### src/design/dirty_history_tracker_assert.svh
// assertion macros for the dirty history tracker
`ifndef DIRTY_HISTORY_TRACKER_ASSERT_SVH
`define DIRTY_HISTORY_TRACKER_ASSERT_SVH

// antecedent implies consequent in the same cycle
`define DHT_ASSERT_SAME(label, ante, cons) \
  label: assert property (@(posedge clk) disable iff (rst) (ante) |-> (cons)) \
    else $error("dirty history tracker check failed");

// antecedent implies consequent in the next cycle
`define DHT_ASSERT_NEXT(label, ante, cons) \
  label: assert property (@(posedge clk) disable iff (rst) (ante) |=> (cons)) \
    else $error("dirty history tracker check failed");

`endif

### src/design/dht_pkg.sv
// shared types for the dirty history tracker
package dht_pkg;

  localparam int GenW  = 64;
  localparam int MaskW = 64;

  // request kinds
  localparam logic REQ_RECORD = 1'b0;
  localparam logic REQ_QUERY  = 1'b1;

  // one history entry held by a cell
  typedef struct packed {
    logic             valid;
    logic [GenW-1:0]  gen;
    logic [MaskW-1:0] mask;
    logic             tf;
  } dht_entry_t;

  // per cell control
  typedef struct packed {
    logic shift;
    logic clear;
  } dht_cell_ctrl_t;

endpackage

### src/design/dht_cell.sv
// one cell of the history ring: holds an entry and passes it on when shifted
module dht_cell (
  input  logic                  clk,
  input  logic                  rst,
  input  dht_pkg::dht_cell_ctrl_t ctrl,
  input  dht_pkg::dht_entry_t   d,
  output dht_pkg::dht_entry_t   q
);

  logic                      entry_valid;
  logic [dht_pkg::GenW-1:0]  entry_gen;
  logic [dht_pkg::MaskW-1:0] entry_mask;
  logic                      entry_tf;

  // valid bit, cleared by reset and by a history clear
  always_ff @(posedge clk) begin
    if (rst) begin
      entry_valid <= 1'b0;
    end else if (ctrl.clear) begin
      entry_valid <= 1'b0;
    end else if (ctrl.shift) begin
      entry_valid <= d.valid;
    end
  end

  // payload taken from the neighbour
  always_ff @(posedge clk) begin
    if (ctrl.shift && !ctrl.clear) begin
      entry_gen  <= d.gen;
      entry_mask <= d.mask;
      entry_tf   <= d.tf;
    end
  end

  assign q.valid = entry_valid;
  assign q.gen   = entry_gen;
  assign q.mask  = entry_mask;
  assign q.tf    = entry_tf;

endmodule

### src/design/dirty_history_tracker.sv
// top level of the dirty history tracker: control, ring of cells, result register
//
//   channel | handshake           | payload
//   --------+---------------------+------------------------------------------------------
//   in      | in_valid, in_stall  | req_type, change_mask, change_transform, seen_generation
//   out     | out_valid, out_stall| union_mask, union_transform, current_generation
//
// a record steps through accept, counter update with ring shift, result register load
// a query steps through accept, subtract, a scan of every cell as the ring rotates past
// the tail comparator, result register load
// one request at a time; in_stall is high from acceptance until the result is loaded
// reset is synchronous; it clears the counter and every cell valid bit at once
// a stalled output holds its result and the next result waits in the done state
module dirty_history_tracker #(
  parameter int HISTORY_DEPTH = 16
) (
  input  logic        clk,
  input  logic        rst,
  input  logic        in_valid,
  output logic        in_stall,
  input  logic        req_type,
  input  logic [63:0] change_mask,
  input  logic        change_transform,
  input  logic [63:0] seen_generation,
  output logic        out_valid,
  input  logic        out_stall,
  output logic [63:0] union_mask,
  output logic        union_transform,
  output logic [63:0] current_generation
);

  localparam int CntW   = $clog2(HISTORY_DEPTH);
  localparam int FoundW = $clog2(HISTORY_DEPTH + 1);

  typedef enum logic [4:0] {
    S_IDLE  = 5'b00001,
    S_REC   = 5'b00010,
    S_CHECK = 5'b00100,
    S_SCAN  = 5'b01000,
    S_DONE  = 5'b10000
  } dht_state_t;

  dht_state_t state;
  dht_state_t state_next;

  logic        req_kind;
  logic [63:0] req_mask;
  logic        req_tf;
  logic [63:0] req_seen;
  logic [63:0] count;
  logic [63:0] diff;
  logic        ahead;
  logic [CntW-1:0]   scan_cnt;
  logic [FoundW-1:0] found;
  logic [63:0] acc_mask;
  logic        acc_tf;

  dht_pkg::dht_entry_t     cell_q    [HISTORY_DEPTH];
  dht_pkg::dht_entry_t     cell_d    [HISTORY_DEPTH];
  dht_pkg::dht_cell_ctrl_t cell_ctrl [HISTORY_DEPTH];
  dht_pkg::dht_entry_t     head_d;

  logic        in_take;
  logic        out_free;
  logic [63:0] gen_inc;
  logic        wrap;
  logic [63:0] gen_new;
  logic        shift_all;
  logic        wrap_clear;
  logic        head_match;
  logic        last_scan;
  logic        res_cur;
  logic        res_bad;

  assign in_stall = (state != S_IDLE);
  assign in_take  = in_valid && !in_stall;
  assign out_free = !out_valid || !out_stall;

  // next generation and wrap detection
  assign gen_inc = count + 64'd1;
  assign wrap    = (gen_inc == 64'd0);
  assign gen_new = wrap ? 64'd1 : gen_inc;

  // ring control: record shifts in a new entry, scan rotates the ring
  assign shift_all  = (state == S_REC) || (state == S_SCAN);
  assign wrap_clear = (state == S_REC) && wrap;

  always_comb begin
    if (state == S_REC) begin
      head_d.valid = 1'b1;
      head_d.gen   = gen_new;
      head_d.mask  = req_mask;
      head_d.tf    = req_tf;
    end else begin
      head_d = cell_q[HISTORY_DEPTH-1];
    end
  end

  // chain of cells
  for (genvar i = 0; i < HISTORY_DEPTH; i++) begin : g_cell
    if (i == 0) begin : g_head
      assign cell_d[i]          = head_d;
      assign cell_ctrl[i].clear = 1'b0;
    end else begin : g_body
      assign cell_d[i]          = cell_q[i-1];
      assign cell_ctrl[i].clear = wrap_clear;
    end
    assign cell_ctrl[i].shift = shift_all;

    dht_cell u_cell (
      .clk  (clk),
      .rst  (rst),
      .ctrl (cell_ctrl[i]),
      .d    (cell_d[i]),
      .q    (cell_q[i])
    );
  end

  // tail comparator: entry lies in (seen, count]
  assign head_match = cell_q[HISTORY_DEPTH-1].valid &&
                      (cell_q[HISTORY_DEPTH-1].gen > req_seen) &&
                      (cell_q[HISTORY_DEPTH-1].gen <= count);
  assign last_scan  = (scan_cnt == CntW'(HISTORY_DEPTH - 1));

  // final decision for a query
  assign res_cur = (diff == 64'd0);
  assign res_bad = ahead || (diff > 64'(HISTORY_DEPTH)) || (64'(found) != diff);

  // state sequencing
  always_comb begin
    state_next = state;
    case (state)
      S_IDLE: begin
        if (in_take) begin
          state_next = (req_type == dht_pkg::REQ_RECORD) ? S_REC : S_CHECK;
        end
      end
      S_REC:   state_next = S_DONE;
      S_CHECK: state_next = S_SCAN;
      S_SCAN: begin
        if (last_scan) begin
          state_next = S_DONE;
        end
      end
      S_DONE: begin
        if (out_free) begin
          state_next = S_IDLE;
        end
      end
      default: state_next = S_IDLE;
    endcase
  end

  always_ff @(posedge clk) begin
    if (rst) begin
      state <= S_IDLE;
    end else begin
      state <= state_next;
    end
  end

  // request capture
  always_ff @(posedge clk) begin
    if (in_take) begin
      req_kind <= req_type;
      req_mask <= change_mask;
      req_tf   <= change_transform;
      req_seen <= seen_generation;
    end
  end

  // generation counter
  always_ff @(posedge clk) begin
    if (rst) begin
      count <= 64'd0;
    end else if (state == S_REC) begin
      count <= gen_new;
    end
  end

  // distance to the current generation
  always_ff @(posedge clk) begin
    if (state == S_CHECK) begin
      {ahead, diff} <= {1'b0, count} - {1'b0, req_seen};
    end
  end

  // scan accumulator
  always_ff @(posedge clk) begin
    if (rst) begin
      scan_cnt <= '0;
      found    <= '0;
      acc_mask <= 64'd0;
      acc_tf   <= 1'b0;
    end else if (state == S_CHECK) begin
      scan_cnt <= '0;
      found    <= '0;
      acc_mask <= 64'd0;
      acc_tf   <= 1'b0;
    end else if (state == S_SCAN) begin
      scan_cnt <= scan_cnt + CntW'(1);
      if (head_match) begin
        found    <= found + FoundW'(1);
        acc_mask <= acc_mask | cell_q[HISTORY_DEPTH-1].mask;
        acc_tf   <= acc_tf | cell_q[HISTORY_DEPTH-1].tf;
      end
    end
  end

  // output register
  always_ff @(posedge clk) begin
    if (rst) begin
      out_valid <= 1'b0;
    end else if (state == S_DONE && out_free) begin
      out_valid <= 1'b1;
    end else if (!out_stall) begin
      out_valid <= 1'b0;
    end
  end

  always_ff @(posedge clk) begin
    if (state == S_DONE && out_free) begin
      current_generation <= count;
      if (req_kind == dht_pkg::REQ_RECORD || res_cur) begin
        union_mask      <= 64'd0;
        union_transform <= 1'b0;
      end else if (res_bad) begin
        union_mask      <= ~64'd0;
        union_transform <= 1'b1;
      end else begin
        union_mask      <= acc_mask;
        union_transform <= acc_tf;
      end
    end
  end

`include "dirty_history_tracker_assert.svh"

  `DHT_ASSERT_NEXT(a_count_nonzero, count != 64'd0, count != 64'd0)
  `DHT_ASSERT_NEXT(a_take_starts, in_take, state == S_REC || state == S_CHECK)
  `DHT_ASSERT_SAME(a_found_bound, 1'b1, found <= FoundW'(HISTORY_DEPTH))

endmodule

### config.mk
export PLATFORM = sky130hd
export DESIGN_NAME = dirty_history_tracker
export DESIGN_NICKNAME = d
export VERILOG_FILES = /design/src/design/dht_pkg.sv /design/src/design/dht_cell.sv /design/src/design/dirty_history_tracker.sv
export VERILOG_INCLUDE_DIRS = /design/src /design/src/design
export SDC_FILE = /design/constraint.sdc
export NUM_CORES = 2
export LEC_CHECK = 0
export ABC_AREA = 1
export BUFFER_PORTS_ARGS = -buffer_cell sky130_fd_sc_hd__buf_2
export CORE_MARGIN = 4
export CORE_UTILIZATION = 55
export CTS_CLUSTER_DIAMETER = 40
export CTS_CLUSTER_SIZE = 20
export DETAILED_ROUTE_END_ITERATION = 8
export PLACE_DENSITY_LB_ADDON = 0.08
export SETUP_SLACK_MARGIN = 0.02
export SLEW_MARGIN = 15
export SYNTH_ARGS = -nofsm -noshare
export SYNTH_HDL_FRONTEND = slang
export SYNTH_SLANG_ARGS = --single-unit
### constraint.sdc
create_clock -name clk -period 41.8 [get_ports clk]
set_input_delay 2.09 -clock clk [delete_from_list [all_inputs] [get_ports clk]]
set_output_delay 2.09 -clock clk [all_outputs]
set_load 0.02 [all_outputs]
==> run summary <==
Commonest non-fill, non-tap cell in the layout: edfxtp_1
Simple-gate share of the synthesized area: 7.24%
Xor/xnor cell area share of the yosys netlist: 0.718%
PortBufs: 264
Dpl hpwl: 127000 microns
CP required: 42.32 ns
WP data arrival: 8.64 ns
Status: finished, final reports clean
H-tree depth: 5
Post-synthesis area per instance: 16.7 sq um
Yosys cell types: 49
GRT Util Overall: 22.9%
Switching Fraction: 22.9%
Share of layout cells above drive strength 1: 14.4%
Worst slew pin tran: 1.28 ns
DR pass1 iterations: 5
PwrDens: 57.8 mW/mm^2
Ys async rst share: 0%
Final number of max-transition violations: 0
CTS buffer count: 304
Synth area leaders: edfxtp_1 81%, nand2_1 3.9%, dfxtp_1 3.6%
Tmin final: 8.12 ns
R2R depth: 20
Worst-Skew Late Latency: 0.91 ns
Setup ws final: 33.68 ns
Starting Density: 55.4%
Combinational share of power: 5.0%
Clock transition at path regs: 0.07 ns
Final hold slack: 0.370 ns
First-pass GRT wire length: 282000 microns
Hold crit path type: reg2reg
CTS tree: yes
Setup TNS: 0 ns
Post-Place Worst Slack: 33.64 ns
Die X: 410 microns
Int Power: 0.00461 W
Cells after synthesis: 5342
Tcrit/Tclk final: 19.4%
Post-CTS Resized: 0
Predominant post-synthesis flop cell: edfxtp_1
Via count: 44.5k
DR WL/cell: 23.2 microns
Clk_skew: 0.0613 ns
Final nets: 6201
Initial antenna violation count: 13
Clock network fraction of total power: 44.2%
Post-synthesis mux area share: 0%
Vias in the first global route: 42.9k
Final Setup Violations: 0
Yosys top cell area share: 80.5%
Die Y: 410 microns
Synth Register Bits: 2548
Worst setup SP type: register
CP Max Fanout: 212
PnR Total Power: 0.00598 W
Crit end category: register
Synth-to-layout area growth: 16.2%
Iteration-0 DRC Markers: 4576
Hold Path Depth: 0
IO Pins: 265
Final WL: 191000 microns
Dpl cell area: 0.0932 sq mm
Final hold vios: 0
Most frequent cells in the layout: 2388 x edfxtp_1, 920 x nand2_1, 377 x a21oi_1
Mean number of vias per cell: 5.38
Grt ovf: 0
Yosys warns: 0
Clock Path Buffers: 4
Max-Cap Viols: 0
Post-CTS setup buffers: 0
Cell area after synthesis: 0.0891 sq mm
CTS Hold Buffers Added: 0
Net Count, Synth: 5672
Worst VDD drop: 0.0490 mV
Pin count of the biggest net entering global routing: 215
Synth Area in Compound Gates: 3.37%
Flop pwr share: 50.8%
CTS root buf: clkbuf_16
Max frequency: 123 MHz
Largest family of logic cells by synthesized area: simple AND/OR/NAND/NOR gates
CTS sink count: 2548
Switching power: 0.00137 W
Post-synthesis sequential area ratio: 84.1%
Adder-cell share of the synthesized area: 2.76%
Area leader, netlist: edfxtp_1
Core Area: 0.161 sq mm
EDFF count, synth: 2388
# fillers: 11.4k
Design Area, Final: 0.104 sq mm
DRC Markers: 0
Full die area: 0.168 sq mm
Leak Pwr: 35.4 nW
Unrepaired setup endpoints after global routing: false
Rows: 147
Worst Setup Path Type: reg2reg
Post-route ant nets: 0
Slew margin rel.: 13.5%
Final RePlAce weighted congestion: 0.917
==> synth_stat cells (3+ instances only) <==
master and instances:
a21boi_0 11, a21oi_1 379, a21oi_2 8, a31oi_1 16, clkbuf_1 76, dfxtp_1 160
edfxtp_1 2388, ha_1 195, inv_1 342, inv_2 3, nand2_1 921, nand2_2 9
nand2_4 3, nand3_1 181, nand3b_1 3, nand4_1 45, nor2_1 290, nor2_2 17
nor2_4 7, nor3_1 21, nor4_1 25, o2111ai_1 3, o211ai_1 14, o21a_1 6
o21ai_0 104, o21bai_1 11, or2_2 6, xnor2_1 28, xor2_1 45
==> sequential cells by signal (all words and copies together) (netlist names), 4 cells and up <==
register and cells:
g_cell.u_cell.entry_valid 16, g_cell.u_cell.entry_tf 16, g_cell.u_cell.entry_mask 1024, union_mask 64, req_mask 64, g_cell.u_cell.entry_gen 1024
diff 64, acc_mask 64, count 64, found 5, scan_cnt 4, req_seen 64
state 5, current_generation 64
==> stage by stage <==
step,util [%],cells
5_1_grt,64.4,8262
2_1_floorplan,-,5342
6_report,64.4,8266
3_3_place_gp,58.0,7725
4_1_cts,64.4,8262
3_5_place_dp,58.0,7725
==> path summary, 6_finish.rpt <==
path                                                     start                        endpoint  slack (ns)
worst max-delay path                                  count[1]  g_cell[7].u_cell.entry_gen[29]       33.68
worst min-delay path            g_cell[13].u_cell.entry_gen[9]  g_cell[14].u_cell.entry_gen[9]        0.37
worst max register to register                        count[1]  g_cell[7].u_cell.entry_gen[29]       33.68
worst min register to register  g_cell[13].u_cell.entry_gen[9]  g_cell[14].u_cell.entry_gen[9]        0.37
==> kinds of logic after synthesis <==
group                    after synthesis
AO/OA/AOI/OAI                        561
buffers and inverters                426
AND/OR/NAND/NOR                     1538
flip-flops                          2548
XOR/XNOR                              73
adder cells (fa/ha/maj)              196
==> routing by layer <==
layer / routed length, microns / track usage (%) / vias up / part of all wire (%)
met3: 12000 / 4.40 / 365 / 6.3
met1: 90400 / 35.8 / 22100 / 47
met4: 6120 / 7.83 / 2 / 3.2
li1: - / - / 20700 / -
met2: 83000 / 32.5 / 1320 / 43
met5: 13 / 0 / - / 0.0068
==> critical path, stage by stage, from the launching register on <==
cell and delay, ns:
dfxtp_1 0.48, ha_1 0.44, inv_2 0.13, nor2_8 0.20, nand2_4 0.11, nor2_8 0.19, nand2_2 0.11, o21ai_0 0.23
nand2_1 0.13, nand2_1 0.10, nor2_1 0.05, nand3_1 0.18, nor2_4 0.07, nand3_4 0.10, nand2_1 0.10, clkinvlp_4 0.52
buf_4 0.90, buf_4 0.77, buf_4 0.82, buf_12 0.67, buf_12 0.82
==> power by group through the flow <==
stage | clock (W) | sequential, W | combinational [W]
after global routing | 0.00283 | 0.00305 | 0.000329
after floorplan | 0 | 0.00327 | 0.000177
after global placement | 0 | 0.00309 | 0.000299
after detailed placement | 0 | 0.00309 | 0.000302
final | 0.00264 | 0.00304 | 0.000299
after CTS | 0.00271 | 0.00304 | 0.000303
==> layout make-up <==
class	instances	area [sq um]	area share (%)
multi-input cells	2368	12600	12.2
flip-flops and latches	2548	74900	72.4
inverters	346	1310	1.27
well taps	2160	2700	2.61
clock buffers	334	7870	7.60
repair buffers	303	1690	1.64
diodes	4	10.0	0.00967
clock inverters	203	2440	2.35
Note: power is estimated with default switching activity, not from simulation.
